$ cat config.mk
export PLATFORM = sky130hd
export DESIGN_NAME = kcc_cell
export DESIGN_NICKNAME = d
export VERILOG_FILES = /design/src/hdl/kcc_pkg.sv /design/src/hdl/kcc_cell.sv
export SDC_FILE = /design/constraint.sdc
export NUM_CORES = 1
export LEC_CHECK = 0
export BUFFER_PORTS_ARGS = -buffer_cell sky130_fd_sc_hd__buf_2
export CORE_ASPECT_RATIO = 1.75
export CORE_UTILIZATION = 45
export CTS_CLUSTER_SIZE = 16
export DETAILED_ROUTE_END_ITERATION = 6
export HOLD_SLACK_MARGIN = 0.03
export PLACE_DENSITY = 0.7
export SETUP_SLACK_MARGIN = 0.05
export SLEW_MARGIN = 20
export SYNTH_ARGS = -nofsm -noshare
export SYNTH_HDL_FRONTEND = slang
export SYNTH_SLANG_ARGS = --single-unit
export TNS_END_PERCENT = 30
$ cat constraint.sdc
create_clock -name clk -period 2.7 [get_ports clk]
set_input_delay 0 -clock clk [delete_from_list [all_inputs] [get_ports clk]]
set_output_delay 0 -clock clk [all_outputs]
set_load 0.02 [all_outputs]
$ cat src/hdl/kcc_pkg.sv
// Shared types and constants for the nearest-neighbor color classifier.
package kcc_pkg;

    localparam int CHAN_W  = 12;
    localparam int RAW_W   = 16;
    localparam int DIST_W  = 26;
    localparam int COUNT_W = 7;
    localparam int VOTE_W  = 3;
    localparam int CLASS_W = 2;
    localparam int CFG_IDX_W  = 4;
    localparam int CFG_DATA_W = 26;
    localparam int QUOT_W  = 12;

    localparam logic [CHAN_W-1:0] CHAN_MAX = 12'd4080;
    localparam logic [DIST_W-1:0] DIST_MAX = 26'h3FFFFFF;

    localparam logic [CFG_IDX_W-1:0] REG_WHITE_RED   = 4'd0;
    localparam logic [CFG_IDX_W-1:0] REG_WHITE_GREEN = 4'd1;
    localparam logic [CFG_IDX_W-1:0] REG_WHITE_BLUE  = 4'd2;
    localparam logic [CFG_IDX_W-1:0] REG_BLACK_RED   = 4'd3;
    localparam logic [CFG_IDX_W-1:0] REG_BLACK_GREEN = 4'd4;
    localparam logic [CFG_IDX_W-1:0] REG_BLACK_BLUE  = 4'd5;
    localparam logic [CFG_IDX_W-1:0] REG_DIST_LIMIT  = 4'd6;
    localparam logic [CFG_IDX_W-1:0] REG_ENTRY_COUNT = 4'd7;

    localparam logic FUNC_LOAD     = 1'b0;
    localparam logic FUNC_CLASSIFY = 1'b1;

    localparam logic [CLASS_W-1:0] CLASS_RED     = 2'd0;
    localparam logic [CLASS_W-1:0] CLASS_GREEN   = 2'd1;
    localparam logic [CLASS_W-1:0] CLASS_NEITHER = 2'd2;

    typedef struct packed {
        logic              label;
        logic [CHAN_W-1:0] red;
        logic [CHAN_W-1:0] green;
        logic [CHAN_W-1:0] blue;
    } entry_t;

    typedef struct packed {
        logic               valid;
        logic               label;
        logic [COUNT_W-1:0] slot;
        logic [DIST_W-1:0]  distance;
    } cell_t;

    typedef enum logic [1:0] {
        D_IDLE,
        D_MUL,
        D_DIV
    } div_state_t;

    typedef enum logic [2:0] {
        ST_IDLE,
        ST_NORM_START,
        ST_NORM_WAIT,
        ST_WALK,
        ST_DRAIN,
        ST_DONE
    } ctl_state_t;

endpackage

$ cat src/hdl/kcc_cell.sv
// One insertion cell of the nearest-neighbor sorting chain.
module kcc_cell
    import kcc_pkg::*;
(
    input  logic  clk,
    input  logic  rst_n,
    input  logic  clear,
    input  cell_t cand_in,
    output cell_t cand_out,
    output cell_t held
);

    cell_t held_reg, held_next;
    cell_t pass_reg, pass_next;

    always_comb
    begin
        held_next = held_reg;
        pass_next = cand_in;
        // equal distances go to the lower table index
        if (cand_in.valid && (!held_reg.valid || (cand_in.distance < held_reg.distance) ||
            ((cand_in.distance == held_reg.distance) && (cand_in.slot < held_reg.slot))))
        begin
            held_next = cand_in;
            pass_next = held_reg;
        end
    end

    always_ff @(posedge clk or negedge rst_n)
    begin
        if (!rst_n)
        begin
            held_reg <= '0;
            pass_reg <= '0;
        end
        else if (clear)
        begin
            held_reg.valid <= 1'b0;
            pass_reg.valid <= 1'b0;
        end
        else
        begin
            held_reg <= held_next;
            pass_reg <= pass_next;
        end
    end

    assign cand_out = pass_reg;
    assign held     = held_reg;

endmodule

==> reports/metrics.csv <==
metric,value,unit
cts_buffer_depth,2,
grt_overflow,0,
maxCapViolCount,0,
ios,108,
hold_path.class,primary input to flop,
ant_nets,0,
fin_skew,0.006719,ns
ir_worst_vdd,399.9,uV
core_area,8423,um2
finalMaxSlewViolations,0,
die_h,125.9,um
cts_tree,yes,
outcome,"finished, final reports clean",
final_util,0.6217,
setup_violations,0,
dieArea,9160,um2
port_buffers,107,
avgSynthCellArea,10.27,um2
clk_pin_slew_worst_paths,0.06,ns
finalWirelength,10060,um
final_common_cell,buf_2,
diodes,0,
remaining_drc_errors,0,
cp_data_required_time,2.92,ns
clockRootBuffer,clkbuf_16,
gp_congestion,0.7484,
fin_crit_sh,0.9370,
synth_nets,454,
grt_max_degree,71,
fin_ws,0.1702,ns
rsz0062_at_grt,true,
synthTopCellsByArea,"dfrtp_1, ha_1, mux2_2",
ys_seq_area_frac,0.4440,
leakage,2.560,nW
slew_headroom,0.3845,
worst_pin_slew,0.9233,ns
grtUsageTotal,0.2340,
yosysTopAreaCellShare,0.4440,
clock-sinks,70,
dpl_worst_slack,0.1061,ns
fin_tns_setup,0,ns
drtIter0Drc,128,
yosysUniqueCellTypes,33,
final_cell_mix,"buf_2, nand2_1, dfrtp_1, nand2b_1, dlygate4sd3_1",
synth_area,3945,um2
worstPathArrival,2.75,ns
crit_path_end_kind,flop,
crit_fanout,22,
drive_gt1_frac,0.3239,
numCtsBuffers,9,
critical_path_class,flop to flop,
startpoint_type,flop,
whs,0.3085,ns
htree_levels,3,
grt_pass1_vias,3462,
ys_ff_latch,70,
clk_latency,0.34,ns
fmax,395.3,MHz
drt-pass1-iter-count,5,
wire_per_inst,15.64,um
ys_warn_count,0,
antenna_found_initial,0,
viasPerCell,5.348,
syn_to_final_growth,32.73,%
vias,3439,
yosys.area.top_type,dfrtp_1,
rows,44,
nets,594,
start_util,0.4684,
min_period,2.530,ns
die_w,72.78,um
grt_pass1_wl,16480,um
dp_hpwl,6611,um
hold_viol,0,
p_per_area,740.6,nW/um2
syn-instance-count,384,
[critical path: stages, from the launching register on]
cell and delay [ns]:
dfrtp_1 0.38, inv_1 0.06, ha_1 0.30, nand4_1 0.20, nor4_4 0.34, inv_1 0.07, o211a_1 0.27, o21ai_4 0.22
buf_12 0.21, mux2_2 0.35
[where the power goes]
part	internal, mW	total, mW	leakage (nW)	switching, mW
clock network	0.727	1.16	0.148	0.431
logic	0.537	1.29	1.57	0.753
registers	1.26	1.43	0.843	0.171
total	2.52	3.88	2.56	1.35
[synth_stat cells]
cell type,n
nand3_1,1
o21ai_4,1
mux2_4,5
o2111ai_1,1
o21ai_0,4
a211oi_1,5
mux2_2,29
o221ai_1,34
nor2_1,6
buf_8,1
nand2b_1,36
o21a_1,2
nor4_2,1
inv_1,34
clkbuf_1,10
o21ai_2,1
and2_1,1
nand4_2,1
o211a_1,1
buf_6,6
and4_2,1
a21oi_1,10
a2111oi_0,1
a2bb2oi_1,1
nor2_2,1
buf_2,4
ha_1,32
dfrtp_1,70
a21boi_0,1
nand4_1,6
and2b_2,1
nor3_1,2
nand2_1,74
[final cells by class]
type	count	area, um2
Sequential cell	70	1752
Multi-Input combinational cell	259	1941
Inverter	34	127.6
Clock inverter	5	50.05
Fill cell	723	3187
Timing Repair Buffer	150	983.4
Tap cell	115	143.9
Clock buffer	10	239.0
[cells by family (layout without fill, tap and decap cells)]
group | after synthesis | count (layout) | synth area share
flip-flops | 70 | 70 | 0.4440
adder cells (fa/ha/maj) | 32 | 32 | 0.1015
AO/OA/AOI/OAI | 62 | 62 | 0.1240
AND/OR/NAND/NOR | 131 | 131 | 0.1608
multiplexers | 34 | 34 | 0.1018
buffers and inverters | 55 | 199 | 0.06787
[worst paths after layout]
| path | slack [ns] | cells past startpoint | from | to |
|---|---|---|---|---|
| setup / recovery | 0.17 | 9 | held[21]$_DFFE_PN0P_ | held[14]$_DFFE_PN0P_ |
| hold / removal | 0.31 | 3 | clear | held[34]$_DFFE_PN0P_ |
| setup reg to reg | 0.17 | 9 | held[21]$_DFFE_PN0P_ | held[14]$_DFFE_PN0P_ |
| hold reg to reg | 0.48 | 2 | cand_out[0]$_DFFE_PN0N_ | cand_out[0]$_DFFE_PN0N_ |
| max in group asynchronous | 1.75 | 2 | rst_n | held[6]$_DFFE_PN0P_ |
| min in group asynchronous | 0.35 | 2 | rst_n | held[2]$_DFFE_PN0P_ |
[per-stage QoR]
| step | std cells | instance area [um2] | power, mW |
|---|---|---|---|
| floorplan | 384 | 3945 | 2.245 |
| global placement | 591 | 4557 | 2.649 |
| detailed placement | 591 | 4557 | 2.685 |
| CTS | 642 | 5206 | 3.898 |
| global route | 643 | 5236 | 4.092 |
| finish | 643 | 5236 | 3.878 |
[timing repair]
item / 4_1_cts / 5_1_grt
buffers inserted: 0 / 1
endpoints found under the setup margin: 0 / 68
endpoints found under the hold margin: 138 / 0
gates resized for setup: 0 / 5
hold buffers: 36 / 0
[per-layer routing]
metal / global-route usage / wire (um)
met5: 0 / 0
met4: 0.1027 / 240
met3: 0.04160 / 461
met2: 0.4151 / 5387
met1: 0.2677 / 3965
Power figures use the tool's default switching activity.
