File: src/hdl/kcc_pkg.sv
// Shared types and constants for the nearest-neighbor color classifier.
package kcc_pkg;

    localparam int CHAN_W  = 12;
    localparam int RAW_W   = 16;
    localparam int DIST_W  = 26;
    localparam int COUNT_W = 7;
    localparam int VOTE_W  = 3;
    localparam int CLASS_W = 2;
    localparam int CFG_IDX_W  = 4;
    localparam int CFG_DATA_W = 26;
    localparam int QUOT_W  = 12;

    localparam logic [CHAN_W-1:0] CHAN_MAX = 12'd4080;
    localparam logic [DIST_W-1:0] DIST_MAX = 26'h3FFFFFF;

    localparam logic [CFG_IDX_W-1:0] REG_WHITE_RED   = 4'd0;
    localparam logic [CFG_IDX_W-1:0] REG_WHITE_GREEN = 4'd1;
    localparam logic [CFG_IDX_W-1:0] REG_WHITE_BLUE  = 4'd2;
    localparam logic [CFG_IDX_W-1:0] REG_BLACK_RED   = 4'd3;
    localparam logic [CFG_IDX_W-1:0] REG_BLACK_GREEN = 4'd4;
    localparam logic [CFG_IDX_W-1:0] REG_BLACK_BLUE  = 4'd5;
    localparam logic [CFG_IDX_W-1:0] REG_DIST_LIMIT  = 4'd6;
    localparam logic [CFG_IDX_W-1:0] REG_ENTRY_COUNT = 4'd7;

    localparam logic FUNC_LOAD     = 1'b0;
    localparam logic FUNC_CLASSIFY = 1'b1;

    localparam logic [CLASS_W-1:0] CLASS_RED     = 2'd0;
    localparam logic [CLASS_W-1:0] CLASS_GREEN   = 2'd1;
    localparam logic [CLASS_W-1:0] CLASS_NEITHER = 2'd2;

    typedef struct packed {
        logic              label;
        logic [CHAN_W-1:0] red;
        logic [CHAN_W-1:0] green;
        logic [CHAN_W-1:0] blue;
    } entry_t;

    typedef struct packed {
        logic               valid;
        logic               label;
        logic [COUNT_W-1:0] slot;
        logic [DIST_W-1:0]  distance;
    } cell_t;

    typedef enum logic [1:0] {
        D_IDLE,
        D_MUL,
        D_DIV
    } div_state_t;

    typedef enum logic [2:0] {
        ST_IDLE,
        ST_NORM_START,
        ST_NORM_WAIT,
        ST_WALK,
        ST_DRAIN,
        ST_DONE
    } ctl_state_t;

endpackage

File: src/hdl/kcc_divider.sv
// Sequential normalizer: (raw-white)*4080/(black-white), clamped to 0..4080.
module kcc_divider
    import kcc_pkg::*;
(
    input  logic              clk,
    input  logic              rst_n,
    input  logic              start,
    input  logic [RAW_W-1:0]  raw,
    input  logic [RAW_W-1:0]  white,
    input  logic [RAW_W-1:0]  black,
    output logic              done,
    output logic [CHAN_W-1:0] value
);

    div_state_t state_reg, state_next;

    logic [RAW_W-1:0]  mag_d_reg;
    logic [RAW_W-1:0]  mag_s_reg;
    logic              zero_reg;
    logic              clamp_reg;
    logic [RAW_W-1:0]  rem_reg;
    logic [QUOT_W-1:0] low_reg;
    logic [QUOT_W-1:0] quot_reg;
    logic [3:0]        cnt_reg;
    logic              done_reg;

    logic [RAW_W:0]    d;
    logic [RAW_W:0]    s;
    logic [RAW_W-1:0]  mag_d;
    logic [RAW_W-1:0]  mag_s;
    logic [27:0]       prod;
    logic [RAW_W:0]    trial;
    logic [RAW_W:0]    diff;
    logic              qbit;

    assign d     = {1'b0, raw} - {1'b0, white};
    assign s     = {1'b0, black} - {1'b0, white};
    assign mag_d = d[RAW_W] ? RAW_W'(-d) : d[RAW_W-1:0];
    assign mag_s = s[RAW_W] ? RAW_W'(-s) : s[RAW_W-1:0];
    assign prod  = 28'(mag_d_reg) * 28'(CHAN_MAX);
    assign trial = {rem_reg, low_reg[QUOT_W-1]};
    assign diff  = trial - {1'b0, mag_s_reg};
    assign qbit  = (trial >= {1'b0, mag_s_reg});

    always_comb
    begin
        state_next = state_reg;
        case (state_reg)
            D_IDLE:
            begin
                if (start)
                    state_next = D_MUL;
            end
            D_MUL:
                state_next = D_DIV;
            D_DIV:
            begin
                if (cnt_reg == 4'(QUOT_W - 1))
                    state_next = D_IDLE;
            end
            default:
                state_next = D_IDLE;
        endcase
    end

    always_ff @(posedge clk or negedge rst_n)
    begin
        if (!rst_n)
        begin
            state_reg <= D_IDLE;
            done_reg  <= 1'b0;
        end
        else
        begin
            state_reg <= state_next;
            done_reg  <= (state_reg == D_DIV) && (cnt_reg == 4'(QUOT_W - 1));
        end
    end

    always_ff @(posedge clk)
    begin
        case (state_reg)
            D_IDLE:
            begin
                mag_d_reg <= mag_d;
                mag_s_reg <= mag_s;
                // negative or zero quotients all clamp to zero
                zero_reg  <= (s == '0) || (d == '0) || (d[RAW_W] != s[RAW_W]);
                clamp_reg <= (mag_d >= mag_s);
            end
            D_MUL:
            begin
                // quotient < 4096 here, so the top bits already sit below the divisor
                rem_reg  <= prod[27:QUOT_W];
                low_reg  <= prod[QUOT_W-1:0];
                quot_reg <= '0;
                cnt_reg  <= '0;
            end
            D_DIV:
            begin
                rem_reg  <= qbit ? diff[RAW_W-1:0] : trial[RAW_W-1:0];
                low_reg  <= {low_reg[QUOT_W-2:0], 1'b0};
                quot_reg <= {quot_reg[QUOT_W-2:0], qbit};
                cnt_reg  <= cnt_reg + 4'd1;
            end
            default:
            begin
            end
        endcase
    end

    assign done  = done_reg;
    assign value = zero_reg ? '0 : (clamp_reg ? CHAN_MAX : quot_reg);

endmodule

File: config.mk
export PLATFORM = sky130hd
export DESIGN_NAME = kcc_divider
export DESIGN_NICKNAME = d
export VERILOG_FILES = /design/src/hdl/kcc_pkg.sv /design/src/hdl/kcc_divider.sv
export SDC_FILE = /design/constraint.sdc
export NUM_CORES = 1
export LEC_CHECK = 0
export BUFFER_PORTS_ARGS = -buffer_cell sky130_fd_sc_hd__clkbuf_2
export CAP_MARGIN = 20
export CORE_MARGIN = 3
export CORE_UTILIZATION = 65
export CTS_CLUSTER_SIZE = 30
export DETAILED_ROUTE_END_ITERATION = 16
export PLACE_DENSITY_LB_ADDON = 0.3
export SYNTH_ARGS = -nofsm -noshare
export SYNTH_HDL_FRONTEND = slang
export SYNTH_SLANG_ARGS = --single-unit
File: constraint.sdc
create_clock -name clk -period 7.7 [get_ports clk]
set_input_delay 0.77 -clock clk [delete_from_list [all_inputs] [get_ports clk]]
set_output_delay 0.77 -clock clk [all_outputs]
set_load 0.05 [all_outputs]
==> impl_metrics.env <==
export IMPL_final_antenna_net_count=0
export IMPL_synth_seq_area_share_pct=24.65
export IMPL_worst_setup_path_startpoint="mag_d_reg[4]"
export IMPL_syn_nets=1243
export IMPL_timing_worst_setup_path_type="flop to flop"
export IMPL_r2r_setup_slack_ns=2.38
export IMPL_die_x_microns=125.7
export IMPL_setup_viol_count_final=0
export IMPL_drive_above_1_share_pct=9.533
export IMPL_detailroute_via_count=7047
export IMPL_detail_route_vias_per_cell=5.638
export IMPL_port_buffers=63
export IMPL_rows=43
export IMPL_critPathRequiredTime_ns=7.77
export IMPL_numClockSinks=77
export IMPL_route_detailed_wl_per_inst_microns=15.42
export IMPL_outcome="complete, no violations"
export IMPL_drt_wl_total_microns=19280
export IMPL_delay_of_the_slowest_cell_on_the_worst_path_ns=0.59
export IMPL_dieArea_sq_mm=0.01581
export IMPL_maxSlewViolCount=0
export IMPL_grt_max_degree=54
export IMPL_reg2reg_start="mag_d_reg[4]"
export IMPL_avgSynthCellArea_sq_um=9.283
export IMPL_critical_path_arrival_ns=5.39
export IMPL_number_of_global_route_vias_before_repair=6969
export IMPL_pin_count=64
export IMPL_core_region_area_sq_mm=0.01393
export IMPL_syn2layout_area_growth_pct=9.034
export IMPL_crit_reg2reg_capture="rem_reg[14]"
export IMPL_yosysUniqueCellTypes=62
export IMPL_synthesized_netlist_cell_count=1004
export IMPL_antenna_violations_before_repair=0
export IMPL_ctsHoldBuffers=0
export IMPL_gp_congestion=0.9337
export IMPL_crit_fanout=5
export IMPL_netlist_area_before_placement_sq_mm=0.009320
export IMPL_worst_skew_pair_late_latency_ns=0.34
export IMPL_clk_pin_slew_ns=0.06
export IMPL_path_buf_inv=4
export IMPL_yosys_warnings=0
export IMPL_cts_repair_resized=0
export IMPL_start_kind="flop"
export IMPL_drc=0
export IMPL_synthArstFlopShare_pct=3.896
export IMPL_max_clock_freq_mhz=188.0
export IMPL_die_height_microns=125.7
export IMPL_floorplan_initialDensity_pct=66.89
export IMPL_cts_max_level=3
export IMPL_cts_made_buffers=9
export IMPL_min_delay_path_class="input port to asynchronous set/reset pin"
export IMPL_max_capacitance_violation_total=0
export IMPL_timing_max_slew_rel_slack_pct=36.25
export IMPL_clockBufferDepth=2
export IMPL_cp_slowest_cell="sky130_fd_sc_hd__fa_1"
export IMPL_sequence_of_cells_on_the_critical_path="inv_1 -> fa_1 -> fa_1 -> inv_1 -> fa_1 -> inv_1 -> fa_1 -> inv_1 -> ha_1 -> nor3_1 -> o21ai_0 -> a31oi_1 -> o21ai_0 -> a221oi_1 -> o21a_1 -> o21ai_0 -> xnor2_1 -> mux2i_1"
export IMPL_hold_slack_ns=0.2174
export IMPL_grt_pass1_wl_microns=32270
export IMPL_crit_family="adder cells"
export IMPL_grt_ovfl_total=0
export IMPL_tritoncts="done"
export IMPL_finalClockSkew_ns=0.006423
export IMPL_clock_root_buffer="sky130_fd_sc_hd__clkbuf_16"
export IMPL_worst_slew_pin_tran_ns=0.9475
export IMPL_period_share_pct=69.09
export IMPL_final_nets=1304
export IMPL_worst_setup_path_end_kind="flop"
export IMPL_post_route_min_period_ns=5.320
export IMPL_global_route_usage_total_pct=24.93
export IMPL_postSynth_topFlopCell="sky130_fd_sc_hd__edfxtp_1"
export IMPL_dp_final_hpwl_microns=15520
export IMPL_rsz0062_at_grt="false"
export IMPL_number_of_cells_on_the_worst_reg_to_reg_path=18
export IMPL_flip_flop_and_latch_count_after_synthesis=77
export IMPL_fin_tns_setup_ns=0
export IMPL_postCtsSetupRepairBufs=0
export IMPL_timing_critical_path_depth=18
export IMPL_antenna_diode_count=0
export IMPL_first_iter_violations=366
export IMPL_synth_enable_flop_cells=74
export IMPL_total_count_of_hold_check_failures_in_the_final_report=0
export IMPL_firstDrtPassIters=5
-- Yosys cell counts (all sizes together), types with 7 or more instances --
| cell type | instances | area, sq um |
|---|---|---|
| inv | 190 | 713.2 |
| ha | 115 | 1439 |
| edfxtp | 74 | 2222 |
| fa | 73 | 1461 |
| nor2 | 59 | 221.5 |
| a21oi | 57 | 285.3 |
| xnor2 | 57 | 499.2 |
| nand2 | 55 | 206.5 |
| o21ai | 51 | 255.2 |
| xor2 | 30 | 262.8 |
| a21o | 23 | 172.7 |
| and2 | 18 | 112.6 |
| clkbuf | 15 | 56.30 |
| nand3 | 14 | 70.07 |
| a31oi | 13 | 81.33 |
| nor2b | 12 | 75.07 |
| nor3 | 12 | 60.06 |
| nand2b | 11 | 68.82 |
| o211ai | 9 | 67.56 |
| nand4 | 8 | 50.05 |
| o21a | 8 | 60.06 |
| or2 | 7 | 43.79 |
-- layer usage --
metal  vias to the layer above  GRT usage, %  part of all wire (%)
met5                         -             0                     0
met4                         0         8.833                   2.2
met2                       179         46.16                    52
met3                        35         1.824                   3.9
li1                       3523             -                     -
met1                      3310         30.66                    42
-- worst max-delay path by stage --
stage,slack [ns],end
global placement,2.56,rem_reg[14]
CTS,2.36,rem_reg[14]
floorplan,2.87,rem_reg[14]
detailed placement,2.43,rem_reg[14]
finish,2.38,rem_reg[14]
global route,2.03,rem_reg[14]
-- metrics by stage --
step	setup slack [ns]	utilization [%]	std cells	area (sq um)
5_1_grt	2.031	72.93	1250	10160
6_report	2.380	72.93	1250	10160
3_5_place_dp	2.428	70.49	1234	9823
3_3_place_gp	2.558	70.49	1234	9823
4_1_cts	2.360	72.93	1250	10160
2_1_floorplan	2.866	-	1004	9320
-- cell usage in the layout (no fill, tap or decap), types with 7 or more instances in the layout --
cell,count
sky130_fd_sc_hd__xnor2_1,57
sky130_fd_sc_hd__ha_1,115
sky130_fd_sc_hd__edfxtp_1,74
sky130_fd_sc_hd__nor2b_1,12
sky130_fd_sc_hd__clkbuf_2,63
sky130_fd_sc_hd__a21oi_1,57
sky130_fd_sc_hd__o211ai_1,9
sky130_fd_sc_hd__o21a_1,8
sky130_fd_sc_hd__a31oi_1,13
sky130_fd_sc_hd__and2_1,18
sky130_fd_sc_hd__nand2_1,55
sky130_fd_sc_hd__nor3_1,12
sky130_fd_sc_hd__a21o_1,23
sky130_fd_sc_hd__clkbuf_16,9
sky130_fd_sc_hd__inv_1,190
sky130_fd_sc_hd__nand4_1,8
sky130_fd_sc_hd__or2_2,7
sky130_fd_sc_hd__nand2b_1,11
sky130_fd_sc_hd__o21ai_0,50
sky130_fd_sc_hd__nand3_1,14
sky130_fd_sc_hd__xor2_1,30
sky130_fd_sc_hd__fa_1,73
sky130_fd_sc_hd__nor2_1,59
-- layout make-up --
class	instances	area, sq um
multi-input cells	718	6227
fillers	1056	3772
flip-flops and latches	77	2297
inverters	190	713.2
repair buffers	69	360.3
clock buffers	9	225.2
well taps	180	225.2
clock inverters	7	113.9
-- worst register-to-register path, stage by stage (launching register included) --
cell,delay (ns)
sky130_fd_sc_hd__edfxtp_1,0.39
sky130_fd_sc_hd__inv_1,0.27
sky130_fd_sc_hd__fa_1,0.52
sky130_fd_sc_hd__fa_1,0.59
sky130_fd_sc_hd__inv_1,0.07
sky130_fd_sc_hd__fa_1,0.53
sky130_fd_sc_hd__inv_1,0.06
sky130_fd_sc_hd__fa_1,0.52
sky130_fd_sc_hd__inv_1,0.04
sky130_fd_sc_hd__ha_1,0.22
sky130_fd_sc_hd__nor3_1,0.19
sky130_fd_sc_hd__o21ai_0,0.11
sky130_fd_sc_hd__a31oi_1,0.34
sky130_fd_sc_hd__o21ai_0,0.25
sky130_fd_sc_hd__a221oi_1,0.44
sky130_fd_sc_hd__o21a_1,0.19
sky130_fd_sc_hd__o21ai_0,0.11
sky130_fd_sc_hd__xnor2_1,0.14
sky130_fd_sc_hd__mux2i_1,0.08
-- cells by family after synthesis --
group | after synthesis | synth area share [%]
xor+xnor | 87 | 8.176
simple gates | 224 | 12.02
fa+ha+maj | 188 | 31.12
flops | 77 | 24.65
buf+inv | 209 | 8.618
mux | 9 | 1.007
compound gates | 210 | 14.42
Power is not shown: default switching activity piles up to over one toggle a cycle in this logic, so the estimate is an artifact.
